`src/hdl/wcp_pkg.sv`:
```
`timescale 1ns / 1ps
// ----------------------------------------------------------------------------
// wcp_pkg
// shared types and constants of the wav chunk parser
// ----------------------------------------------------------------------------
package wcp_pkg;

  // parse phase codes
  localparam logic [2:0] PH_RIFF  = 3'd0;
  localparam logic [2:0] PH_HDR   = 3'd1;
  localparam logic [2:0] PH_FMT   = 3'd2;
  localparam logic [2:0] PH_SKIP  = 3'd3;
  localparam logic [2:0] PH_DATA  = 3'd4;
  localparam logic [2:0] PH_AFTER = 3'd5;
  localparam logic [2:0] PH_HALT  = 3'd6;

  // chunk tags as they read little-endian
  localparam logic [31:0] TAG_RIFF = 32'h4646_4952;
  localparam logic [31:0] TAG_WAVE = 32'h4556_4157;
  localparam logic [31:0] TAG_FMT  = 32'h2074_6D66;
  localparam logic [31:0] TAG_DATA = 32'h6174_6164;

  // status codes
  localparam logic [2:0] ST_OK          = 3'd0;
  localparam logic [2:0] ST_SHORT       = 3'd1;
  localparam logic [2:0] ST_BAD_FMT     = 3'd2;
  localparam logic [2:0] ST_MISSING     = 3'd3;
  localparam logic [2:0] ST_UNSUPPORTED = 3'd4;
  localparam logic [2:0] ST_BAD_SIZE    = 3'd5;
  localparam logic [2:0] ST_EMPTY       = 3'd6;

  // item kinds
  localparam logic KIND_PAYLOAD = 1'b0;
  localparam logic KIND_STATUS  = 1'b1;

  // header geometry
  localparam int unsigned RiffTagPos  = 3;
  localparam int unsigned WaveTagPos  = 11;
  localparam int unsigned MinFileLast = 43;
  localparam int unsigned FmtBytes    = 16;
  localparam int unsigned HdrBytes    = 8;

  localparam int unsigned TdataBits = 64;

  // one result item
  typedef struct packed {
    logic        kind;
    logic [7:0]  payload;
    logic [2:0]  status;
    logic [15:0] channels;
    logic [31:0] rate;
    logic        last;
  } wcp_item_t;

  // up to two results pushed per accepted byte
  typedef struct packed {
    logic [1:0] count;
    wcp_item_t  first;
    wcp_item_t  second;
  } wcp_push_t;

endpackage

```
`src/hdl/wcp_parser.sv`:
```
`timescale 1ns / 1ps
// ----------------------------------------------------------------------------
// wcp_parser
// per-byte riff/wave chunk walker, yields payload and status items
// ----------------------------------------------------------------------------
module wcp_parser import wcp_pkg::*; #(
  parameter int unsigned COUNT_BITS = 32
) (
  input  logic       clk_i,
  input  logic       rst_ni,
  input  logic       accept_i,
  input  logic [7:0] byte_i,
  input  logic       final_i,
  output wcp_push_t  push_o
);

  logic [2:0]            phase_q, phase_d;
  logic [COUNT_BITS-1:0] pos_q, pos_d;
  logic [63:0]           hs_q, hs_d;
  logic [32:0]           rem_q, rem_d;
  logic [4:0]            fbi_q, fbi_d;
  logic [15:0]           fmt_q, fmt_d;
  logic [15:0]           chan_q, chan_d;
  logic [31:0]           rate_q, rate_d;
  logic [15:0]           bits_q, bits_d;
  logic [2:0]            err_q, err_d;

  // next state and results for one byte
  always_comb begin
    logic [4:0]  fbi_inc;
    logic [31:0] tag;
    logic [31:0] size;
    logic [32:0] padded;
    logic [32:0] rem_dec;
    logic [2:0]  st;
    wcp_item_t   pay_item;
    wcp_item_t   st_item;
    logic        emit;

    phase_d = phase_q;
    pos_d   = pos_q;
    hs_d    = hs_q;
    rem_d   = rem_q;
    fbi_d   = fbi_q;
    fmt_d   = fmt_q;
    chan_d  = chan_q;
    rate_d  = rate_q;
    bits_d  = bits_q;
    err_d   = err_q;
    emit    = 1'b0;
    st      = ST_MISSING;

    fbi_inc = fbi_q + 5'd1;
    hs_d    = {byte_i, hs_q[63:8]};
    tag     = hs_d[31:0];
    size    = hs_d[63:32];
    padded  = ({1'b0, size} + 33'd1) & ~33'd1;
    rem_dec = (rem_q != '0) ? rem_q - 33'd1 : rem_q;

    unique case (phase_q)
      PH_RIFF: begin
        if (pos_q == COUNT_BITS'(RiffTagPos) && size != TAG_RIFF) begin
          err_d   = ST_SHORT;
          phase_d = PH_HALT;
        end else if (pos_q == COUNT_BITS'(WaveTagPos)) begin
          if (size != TAG_WAVE) begin
            err_d   = ST_SHORT;
            phase_d = PH_HALT;
          end else begin
            phase_d = PH_HDR;
            fbi_d   = '0;
          end
        end
      end
      PH_HDR: begin
        fbi_d = fbi_inc;
        if (fbi_inc >= 5'(HdrBytes)) begin
          fbi_d = '0;
          // chunk header complete
          if (tag == TAG_FMT) begin
            if (size < 32'(FmtBytes)) begin
              err_d   = ST_BAD_FMT;
              phase_d = PH_HALT;
            end else begin
              rem_d   = padded - 33'(FmtBytes);
              phase_d = PH_FMT;
            end
          end else if (tag == TAG_DATA) begin
            if (fmt_q == 16'd0) begin
              err_d   = ST_MISSING;
              phase_d = PH_HALT;
            end else if (fmt_q != 16'd1 || bits_q != 16'd16 ||
                         (chan_q != 16'd1 && chan_q != 16'd2)) begin
              err_d   = ST_UNSUPPORTED;
              phase_d = PH_HALT;
            end else if (rate_q == 32'd0) begin
              err_d   = ST_BAD_SIZE;
              phase_d = PH_HALT;
            end else if (size == 32'd0) begin
              err_d   = ST_EMPTY;
              phase_d = PH_AFTER;
            end else begin
              rem_d   = {1'b0, size};
              phase_d = PH_DATA;
            end
          end else begin
            rem_d   = padded;
            phase_d = (padded == '0) ? PH_HDR : PH_SKIP;
          end
        end
      end
      PH_FMT: begin
        // fields land as their bytes arrive
        unique case (fbi_q[3:0])
          4'd0:    fmt_d[7:0]    = byte_i;
          4'd1:    fmt_d[15:8]   = byte_i;
          4'd2:    chan_d[7:0]   = byte_i;
          4'd3:    chan_d[15:8]  = byte_i;
          4'd4:    rate_d[7:0]   = byte_i;
          4'd5:    rate_d[15:8]  = byte_i;
          4'd6:    rate_d[23:16] = byte_i;
          4'd7:    rate_d[31:24] = byte_i;
          4'd14:   bits_d[7:0]   = byte_i;
          4'd15:   bits_d[15:8]  = byte_i;
          default: ;
        endcase
        fbi_d = fbi_inc;
        if (fbi_inc >= 5'(FmtBytes)) begin
          fbi_d   = '0;
          phase_d = (rem_q == '0) ? PH_HDR : PH_SKIP;
        end
      end
      PH_SKIP: begin
        rem_d = rem_dec;
        if (rem_dec == '0) begin
          phase_d = PH_HDR;
          fbi_d   = '0;
        end
      end
      PH_DATA: begin
        emit  = 1'b1;
        rem_d = rem_dec;
        if (rem_dec == '0) phase_d = PH_AFTER;
      end
      default: ;
    endcase

    // saturating byte position
    if (pos_q != '1) pos_d = pos_q + COUNT_BITS'(1);

    // final status, short file first
    priority if (pos_q < COUNT_BITS'(MinFileLast)) st = ST_SHORT;
    else if (err_d != ST_OK)                          st = err_d;
    else if (phase_d == PH_DATA)                      st = ST_BAD_SIZE;
    else if (phase_d == PH_AFTER)                     st = ST_OK;
    else if (phase_d == PH_FMT)                       st = ST_BAD_FMT;
    else                                              st = ST_MISSING;

    pay_item          = '0;
    pay_item.kind     = KIND_PAYLOAD;
    pay_item.payload  = byte_i;

    st_item          = '0;
    st_item.kind     = KIND_STATUS;
    st_item.status   = st;
    st_item.channels = chan_d;
    st_item.rate     = rate_d;
    st_item.last     = 1'b1;

    push_o = '0;
    if (accept_i) begin
      if (emit) begin
        push_o.first  = pay_item;
        push_o.second = st_item;
        push_o.count  = final_i ? 2'd2 : 2'd1;
      end else if (final_i) begin
        push_o.first = st_item;
        push_o.count = 2'd1;
      end
    end

    // last byte returns the parser to its reset state
    if (final_i) begin
      phase_d = PH_RIFF;
      pos_d   = '0;
      hs_d    = '0;
      rem_d   = '0;
      fbi_d   = '0;
      fmt_d   = '0;
      chan_d  = '0;
      rate_d  = '0;
      bits_d  = '0;
      err_d   = ST_OK;
    end
  end

  // parser state registers
  always_ff @(posedge clk_i or negedge rst_ni) begin
    if (!rst_ni) begin
      phase_q <= PH_RIFF;
      pos_q   <= '0;
      hs_q    <= '0;
      rem_q   <= '0;
      fbi_q   <= '0;
      fmt_q   <= '0;
      chan_q  <= '0;
      rate_q  <= '0;
      bits_q  <= '0;
      err_q   <= ST_OK;
    end else if (accept_i) begin
      phase_q <= phase_d;
      pos_q   <= pos_d;
      hs_q    <= hs_d;
      rem_q   <= rem_d;
      fbi_q   <= fbi_d;
      fmt_q   <= fmt_d;
      chan_q  <= chan_d;
      rate_q  <= rate_d;
      bits_q  <= bits_d;
      err_q   <= err_d;
    end
  end

endmodule

```
`src/hdl/wcp_out_queue.sv`:
```
`timescale 1ns / 1ps
// ----------------------------------------------------------------------------
// wcp_out_queue
// four-entry result queue taking up to two items per cycle
// ----------------------------------------------------------------------------
module wcp_out_queue import wcp_pkg::*; (
  input  logic      clk_i,
  input  logic      rst_ni,
  input  wcp_push_t push_i,
  output logic      room_o,
  output logic      valid_o,
  input  logic      ready_i,
  output wcp_item_t item_o
);

  wcp_item_t  mem_q [4];
  logic [1:0] wr_q, rd_q;
  logic [2:0] cnt_q;
  logic       pop;

  assign pop     = valid_o && ready_i;
  assign valid_o = (cnt_q != 3'd0);
  assign item_o  = mem_q[rd_q];
  // room for two more items
  assign room_o  = (cnt_q <= 3'd2);

  // entry storage
  always_ff @(posedge clk_i) begin
    if (push_i.count != 2'd0) mem_q[wr_q] <= push_i.first;
    if (push_i.count == 2'd2) mem_q[wr_q + 2'd1] <= push_i.second;
  end

  // pointers and fill count
  always_ff @(posedge clk_i or negedge rst_ni) begin
    if (!rst_ni) begin
      wr_q  <= '0;
      rd_q  <= '0;
      cnt_q <= '0;
    end else begin
      wr_q  <= wr_q + push_i.count;
      rd_q  <= rd_q + 2'(pop);
      cnt_q <= cnt_q + 3'(push_i.count) - 3'(pop);
    end
  end

endmodule

```
`src/hdl/wav_chunk_parser.sv`:
```
`timescale 1ns / 1ps
// ----------------------------------------------------------------------------
// wav_chunk_parser
// streams a wav file byte by byte, passes data chunk payload, reports status
// ----------------------------------------------------------------------------
// Usage:
//  - s_axis carries one file byte per request in tdata; tlast marks the last
//    byte of the file. The next byte after it starts a new file.
//  - m_axis carries result items. tuser is the item kind (0 payload byte,
//    1 status); tlast is set on the status item, which closes each file.
//  - one byte is accepted every cycle while the output keeps up. A payload
//    byte is registered in the result queue before it shows on m_axis; the
//    last byte of a file may push a payload item and a status item at once.
//  - results go through a four-entry queue; s_axis_tready drops when fewer
//    than two entries are free, so a stalled receiver backs up the input
//    and nothing is lost.
//  - reset clears the parser to the start of a file and empties the queue.
//  - status is final for the file: payload already sent before an error is
//    not withdrawn, the receiver drops it when the status is nonzero.
// ----------------------------------------------------------------------------
module wav_chunk_parser import wcp_pkg::*; #(
  parameter int unsigned COUNT_BITS = 32
) (
  input  logic                 clk_i,
  input  logic                 rst_ni,
  input  logic                 s_axis_tvalid,
  output logic                 s_axis_tready,
  input  logic [7:0]           s_axis_tdata,  // in_byte[7:0]
  input  logic                 s_axis_tlast,  // is_final_byte
  output logic                 m_axis_tvalid,
  input  logic                 m_axis_tready,
  // payload_byte[7:0], status_code[10:8], channel_count[26:11],
  // sample_rate_hz[58:27], zero fill above
  output logic [TdataBits-1:0] m_axis_tdata,
  output logic                 m_axis_tuser,  // item_kind
  output logic                 m_axis_tlast   // last_result
);

  logic      accept;
  logic      room;
  wcp_push_t push;
  wcp_item_t item;

  assign s_axis_tready = room;
  assign accept        = s_axis_tvalid && room;

  // chunk walker
  wcp_parser #(
    .COUNT_BITS(COUNT_BITS)
  ) u_parser (
    .clk_i   (clk_i),
    .rst_ni  (rst_ni),
    .accept_i(accept),
    .byte_i  (s_axis_tdata),
    .final_i (s_axis_tlast),
    .push_o  (push)
  );

  // result queue
  wcp_out_queue u_queue (
    .clk_i  (clk_i),
    .rst_ni (rst_ni),
    .push_i (push),
    .room_o (room),
    .valid_o(m_axis_tvalid),
    .ready_i(m_axis_tready),
    .item_o (item)
  );

  // output packing
  assign m_axis_tdata = {5'd0, item.rate, item.channels, item.status, item.payload};
  assign m_axis_tuser = item.kind;
  assign m_axis_tlast = item.last;

endmodule
```
`config.mk`:
```
export PLATFORM = sky130hd
export DESIGN_NAME = wav_chunk_parser
export DESIGN_NICKNAME = d
export VERILOG_FILES = /design/src/hdl/wcp_pkg.sv /design/src/hdl/wcp_parser.sv /design/src/hdl/wcp_out_queue.sv /design/src/hdl/wav_chunk_parser.sv
export SDC_FILE = /design/constraint.sdc
export NUM_CORES = 1
export LEC_CHECK = 0
export BUFFER_PORTS_ARGS = -buffer_cell sky130_fd_sc_hd__buf_2
export CORE_ASPECT_RATIO = 1.5
export CORE_MARGIN = 2
export CORE_UTILIZATION = 35
export DETAILED_ROUTE_END_ITERATION = 16
export GPL_TIMING_DRIVEN = 1
export PLACE_DENSITY = 0.5
export SYNTH_ARGS = -nofsm -noshare
export SYNTH_HDL_FRONTEND = slang
export SYNTH_SLANG_ARGS = --single-unit
```
`constraint.sdc`:
```
create_clock -name clk_i -period 4.9 [get_ports clk_i]
set_clock_uncertainty 0.2 [all_clocks]
set_input_delay 0.245 -clock clk_i [delete_from_list [all_inputs] [get_ports clk_i]]
set_output_delay 0.245 -clock clk_i [all_outputs]
set_load 0.05 [all_outputs]
```
==> results of run 1 <==
## worst max-delay path, cell delays in order, from the launching register on
cell	delay, ps
dfrtp_1	750
nand2_1	270
nor3_1	580
nand4_1	400
nor4b_1	790
o211ai_2	200
nor3_1	270
a221o_1	250
nand4_1	170
a31oi_1	380
nor3_1	100
## power by group through the flow
stage / sequential [mW] / combinational [mW] / clock, mW
finish: 5.26 / 7.20 / 3.64
global route: 5.33 / 7.79 / 3.88
floorplan: 4.80 / 5.62 / 0
detailed placement: 5.32 / 7.20 / 0
global placement: 5.30 / 7.19 / 0
CTS: 5.25 / 7.22 / 3.75
## Yosys cell counts, drive strengths merged (6+ instances only)
master  count  area share
nor2      362       0.057
nand2     274       0.043
dfrtp     219        0.23
edfxtp    208        0.26
o21ai     185       0.039
clkbuf    134       0.021
nand3     112       0.024
a21oi      74       0.017
nor3       69       0.015
mux4       60       0.057
nor4       60       0.019
nand4      51       0.014
xor2       50       0.018
mux2i      47       0.020
xnor2      45       0.017
inv        37      0.0058
buf        36      0.0085
dfxtp      32       0.027
or3        23      0.0060
o31ai      20      0.0063
o22ai      19      0.0050
ha         18      0.0095
and4       16      0.0059
and2       15      0.0039
a31oi      13      0.0034
nor4b      12      0.0050
or4        11      0.0038
a211oi     10      0.0032
and3       10      0.0026
or2        10      0.0026
a32o        9      0.0038
nor2b       8      0.0021
o211ai      8      0.0029
nand2b      7      0.0018
o21a        7      0.0022
o31a        7      0.0026
o32ai       6      0.0022
## routing by layer
metal,GRT usage,vias up,share of wire
li1,-,8654,-
met1,0.2541,9502,0.39
met2,0.4098,503,0.52
met3,0.02482,170,0.036
met4,0.1049,0,0.049
met5,0,-,0
## kinds of logic after synthesis
group | synth area share
DFF | 0.5196
other | 0.0001576
muxes | 0.07859
buffers and inverters | 0.03591
AOI/OAI and AO/OA | 0.1060
xor gates and xnor gates | 0.03496
adders and majority gates | 0.01030
and+or+nand+nor | 0.2144
## stage by stage
step           instances  hold WS (ps)  total power [mW]
2_1_floorplan       2369        -250.6             10.42
3_3_place_gp        3232         83.56             12.48
3_5_place_dp        3232         83.76             12.52
4_1_cts             3325         33.39             16.22
5_1_grt             3325         54.72             17.00
6_report            3325         2.125             16.10
## cells in the final DEF, fill, tap and decap left out, types with 9 or more instances in the layout
cell type,instances
inv_1,33
nand2_1,273
a31oi_1,9
nor4_1,52
and4_1,16
o31ai_1,20
nor2_1,360
edfxtp_1,208
and3_1,10
o21ai_0,175
buf_4,58
mux4_2,60
nor3_1,65
clkinv_2,11
a32o_1,9
or3_1,23
xnor2_1,45
buf_2,74
xor2_1,50
mux2i_1,47
or2_2,10
dfxtp_1,32
nand4_1,50
ha_1,18
dfrtp_1,217
nand3_1,110
nor4b_1,11
clkbuf_16,47
or4_1,9
a21oi_1,71
a211oi_1,10
o22ai_1,19
and2_1,13
## registers in the layout, summed over array words and instances (netlist names), 5 cells and up
signal / cells
u_queue.mem_q: 240
u_parser.rem_q: 33
u_parser.fbi_q: 5
u_parser.pos_q: 32
u_parser.bits_q: 16
u_parser.chan_q: 16
u_parser.hs_q: 56
u_parser.rate_q: 32
u_parser.fmt_q: 16
## repair_timing
item                                    in CTS  in global routing
endpoints found under the hold margin       85                  0
hold buffers                                 7                  0
endpoints found under the setup margin       0                  0
## area by class of cell
| class | instances | area (um^2) | share of cell area |
|---|---|---|---|
| Clock buffer | 60 | 1300 | 0.04830 |
| Clock inverter | 26 | 241.5 | 0.008972 |
| Inverter | 40 | 150.1 | 0.005579 |
| Multi-Input combinational cell | 1700 | 10680 | 0.3970 |
| Sequential cell | 459 | 12370 | 0.4597 |
| Tap cell | 892 | 1116 | 0.04147 |
| Timing Repair Buffer | 148 | 1051 | 0.03905 |
## worst min-delay path by stage
stage / from / endpoint / cells after the start
floorplan: rst_ni / u_parser.bits_q[0] / 0
global placement: rst_ni / u_parser.rem_q[11] / 1
CTS: rst_ni / u_parser.rem_q[11] / 2
global route: rst_ni / u_parser.rem_q[11] / 2
finish: rst_ni / u_parser.rem_q[11] / 2
detailed placement: rst_ni / u_parser.rem_q[11] / 1
==> metrics.yaml, run 1 <==
run:
  drv_cap: 0
floorplanning:
  fp.dieW_um: 216.9
  start_util: 0.3519
  die_h_um: 323.4
  die_area_um2: 70140
  core_um2: 67630
  io_pins: 81
  rows: 117
cells_and_area:
  utilization: 0.3980
  final_nets: 2427
  drive_gt1_frac: 0.1410
  insertedDiodeCount: 0
  final_cell_area_um2: 26910
  syn_to_final_growth_pct: 13.09
  num-fill-cells: 6686
clock_network:
  numCtsBuffers: 46
  clkSinkCount: 459
  h-tree-depth: 2
  clkTransAtPathRegs_ps: 60
  clk_latency_ps: 600
  post_cts_buffers: 0
  post_cts_resized: 0
  cts_root_buffer: "clkbuf_16"
  clk_path_buf_depth: 3
  tritoncts: "built"
global_route:
  antenna_found_initial: 0
  overflow: 0
  grt_pass1_vias: 19230
  grt_pass1_wl_mm: 118.3
  grt_max_degree: 100
  grt_usage: 0.2216
detailed_routing:
  detail-route-antenna-nets: 0
  dr.pass1.iters: 5
  drt_iter0_drc: 1300
  routedWlPerCell_um: 23.16
  viasPerCell: 5.663
  totalWireLength_mm: 77.00
  vias: 18830
  drc_errors: 0
power:
  clkPwrFrac: 0.226
  p_sw_frac: 0.4475
  pwr-share-comb: 0.447
  power.switching_mw: 7.202
  irDropWorstVdd_v: 0.0004120
  p_leak_nw: 10.36
  powerDensity_nw_per_um2: 598.0
  power.internal_mw: 8.894
  power_frac_seq: 0.327
sta:
  period_minus_slack_ps: 4653
  rsz0062_at_grt: "no"
  setup_violations: 0
  fin_crit_sh: 0.9495
  setup_slack_ps: 247.2
  worstMarginPinSlew_ps: 1113
  slew-limit-headroom: 0.2583
  final-hold-violation-count: 0
  fin_tns_setup_ps: 0
  clock.fmax_mhz: 214.9
  slew_violations: 0
worst_setup_path:
  worstSetupPathType: "flop to flop"
  r2r_cells: 10
  worstSetupEndpoint: "u_queue.mem_q[0][50]"
  cp_max_fo: 10
  required_ps: 5010
  cp_data_arrival_time_ps: 4760
  ff2ff_setup_slack_ps: 250
  endpoint_kind: "flop"
  crit_path_start_kind: "flop"
  crit_path_start: "u_parser.hs_q[60]"
  regToRegStartpoint: "u_parser.hs_q[60]"
  timing.rr.end: "u_queue.mem_q[0][50]"
status:
  status: "complete, no violations"
yosys:
  synth.avg_cell_area_um2: 10.06
  synth.yosys.warnings: 0
  synth-seq-cells: 459
  synthArstFlopShare: 0.4771
  synth_ff_type: "dfrtp_1"
  yosys.cell_types.count: 93
  syn_area_um2: 23800
  synthCells: 2365
  seq_area_frac_synth: 0.5196
  synth_edf_count: 208
placed_design:
  io_buffer_count: 75
  hpwl_mm: 52.55
  placed_area_um2: 25300
  place_ws_ps: 419.4
  place_congestion: 0.8916
min_path:
  hp-class: "primary input to async pin"
Power figures use the tool's default switching activity.
==> inputs of run 2 (changes only) <==
--- a/config.mk
+++ b/config.mk
@@ -11,6 +11,7 @@
 export CORE_UTILIZATION = 35
 export DETAILED_ROUTE_END_ITERATION = 16
 export GPL_TIMING_DRIVEN = 1
+export HOLD_SLACK_MARGIN = 0.12
 export PLACE_DENSITY = 0.5
 export SYNTH_ARGS = -nofsm -noshare
 export SYNTH_HDL_FRONTEND = slang
==> run 2 against run 1 <==
First-iteration DRC count decreased by 1.8%. Critical endpoint unchanged. Critical path depth did not move. Die area stayed put. Total power is essentially flat. Routed wire length rose by 0.28%. Non-clock buffer count is 5 higher. Combinational power is essentially flat. Count of clock-buffer cells in the layout unchanged. Hold slack improved by 91 ps. Clock power about the same.
==> metrics.yaml, run 2 (synthesis results as in run 1) <==
status:
  status: "complete, no violations"
global_route:
  overflow: 0
  grt_pass1_vias: 19260
  grt_usage: 0.2224
  grt_max_degree: 100
  antenna_found_initial: 0
  grt_pass1_wl_mm: 118.6
worst_setup_path:
  required_ps: 5000
  cp_data_arrival_time_ps: 4750
  r2r_cells: 10
  endpoint_kind: "flop"
  ff2ff_setup_slack_ps: 260
  cpMaxStageDelayCell: "nor4b_1"
  regToRegStartpoint: "u_parser.hs_q[60]"
  timing.rr.end: "u_queue.mem_q[0][50]"
  cp_max_fo: 10
  crit_path_start_kind: "flop"
  cp_cell_sequence: "nand2_1 -> nor3_1 -> nand4_1 -> nor4b_1 -> o211ai_2 -> nor3_1 -> a221o_1 -> nand4_1 -> a31oi_1 -> nor3_1"
  cp_slowest_stage_delay_ps: 800
  worstSetupPathType: "flop to flop"
  timing.critical_path.mode_cell: "nor3_1"
clock_network:
  post_cts_buffers: 0
  clk_path_buf_depth: 3
  clk_latency_ps: 600
  tritoncts: "built"
  post_cts_resized: 0
  cts_root_buffer: "clkbuf_16"
  h-tree-depth: 2
  numCtsBuffers: 46
  clkTransAtPathRegs_ps: 60
  clkSinkCount: 459
floorplanning:
  fp.dieW_um: 216.9
  die_area_um2: 70140
  io_pins: 81
  core_um2: 67630
  start_util: 0.3519
  rows: 117
  die_h_um: 323.4
detailed_routing:
  vias: 18840
  detail-route-antenna-nets: 0
  routedWlPerCell_um: 23.19
  drt_iter0_drc: 1276
  drc_errors: 0
  totalWireLength_mm: 77.22
  viasPerCell: 5.658
  dr.pass1.iters: 6
cells_and_area:
  drive_gt1_frac: 0.1411
  num-fill-cells: 6683
  layout_common_cells: "nor2_1 (360), nand2_1 (273), dfrtp_1 (217)"
  syn_to_final_growth_pct: 13.37
  final_nets: 2432
  utilization: 0.3990
  largest_register_ffs: 240
  layout_commonest_cell: "nor2_1"
  final_cells: 3330
  insertedDiodeCount: 0
  top_regs: "u_queue.mem_q (240), u_parser.hs_q (56), u_parser.rem_q (33)"
  top_register: "u_queue.mem_q"
sta:
  fin_tns_setup_ps: 0
  final-hold-violation-count: 0
  rsz0062_at_grt: "no"
  slew-limit-headroom: 0.2518
  fin_crit_sh: 0.9478
  worstMarginPinSlew_ps: 1122
  clock.fmax_mhz: 215.3
  setup_violations: 0
  period_minus_slack_ps: 4644
  slew_violations: 0
power:
  power.total_mw: 16.10
  powerDensity_nw_per_um2: 596.9
  clkPwrFrac: 0.226
  irDropWorstVdd_v: 0.0004116
  power_frac_seq: 0.327
  pwr-share-comb: 0.447
  p_sw_frac: 0.4475
  p_leak_nw: 10.39
  power.switching_mw: 7.206
  power.internal_mw: 8.898
placed_design:
  place_congestion: 0.8916
  io_buffer_count: 75
  hpwl_mm: 52.55
  dp_cells: 3232
min_path:
  hp-class: "primary input to async pin"
run:
  drv_cap: 0
[run 2: cell count changes in the layout (fill, tap and decap cells not counted), sizes merged]
cell	before	now
buf	141	142
dlygate4sd3	7	11
[run 2: worst max path at each step]
stage	from	slack, ps	depth (start not counted)	end
2_1_floorplan	u_queue.cnt_q[1]	460	6	u_queue.mem_q[3][0]
3_3_place_gp	u_parser.hs_q[60]	490	10	u_parser.rem_q[30]
3_5_place_dp	u_parser.hs_q[60]	420	10	u_queue.mem_q[1][50]
4_1_cts	u_parser.hs_q[60]	370	10	u_queue.mem_q[1][50]
5_1_grt	u_parser.hs_q[60]	120	10	u_queue.mem_q[2][50]
6_report	u_parser.hs_q[60]	260	10	u_queue.mem_q[0][50]
[run 2: metrics by stage]
step | hold slack (ps) | area, um^2 | setup WS (ps)
after global routing | 133.3 | 26980 | 119.0
after floorplan | -250.6 | 23820 | 458.3
after CTS | 120.3 | 26980 | 373.7
after detailed placement | 83.76 | 25300 | 419.4
final | 92.99 | 26980 | 255.9
after global placement | 83.56 | 25300 | 487.4
[run 2: cell type report]
type                            count  area [um^2]  share of cell area
Timing Repair Buffer              153         1119             0.04146
Multi-Input combinational cell   1700        10680              0.3960
Sequential cell                   459        12370              0.4585
Inverter                           40        150.1            0.005565
Clock buffer                       60         1300             0.04818
Clock inverter                     26        241.5            0.008950
Tap cell                          892         1116             0.04136
[run 2: what timing repair did]
item | 4_1_cts | 5_1_grt
setup endpoints to repair | 0 | 0
hold buffers | 12 | 0
hold endpoints to repair | 203 | 0
[run 2: per-layer routing]
metal | share of wire | global-route usage | vias to the layer above
met1 | 0.39 | 0.2544 | 9491
li1 | - | - | 8675
met3 | 0.036 | 0.02445 | 170
met5 | 0 | 0 | -
met4 | 0.050 | 0.1094 | 0
met2 | 0.52 | 0.4102 | 504
[run 2: worst max-delay path, delay by kind of cell, from the launching register on]
kind,cells,cell delay (ps)
DFF,1,740
AOI/OAI and AO/OA,3,820
and+or+nand+nor,7,2580
[run 2: power by group through the flow]
| stage | registers, mW | clock network [mW] | logic, mW |
|---|---|---|---|
| 2_1_floorplan | 4.80 | 0 | 5.62 |
| 3_3_place_gp | 5.30 | 0 | 7.19 |
| 3_5_place_dp | 5.32 | 0 | 7.20 |
| 4_1_cts | 5.25 | 3.75 | 7.23 |
| 5_1_grt | 5.33 | 3.88 | 7.80 |
| 6_report | 5.26 | 3.64 | 7.21 |
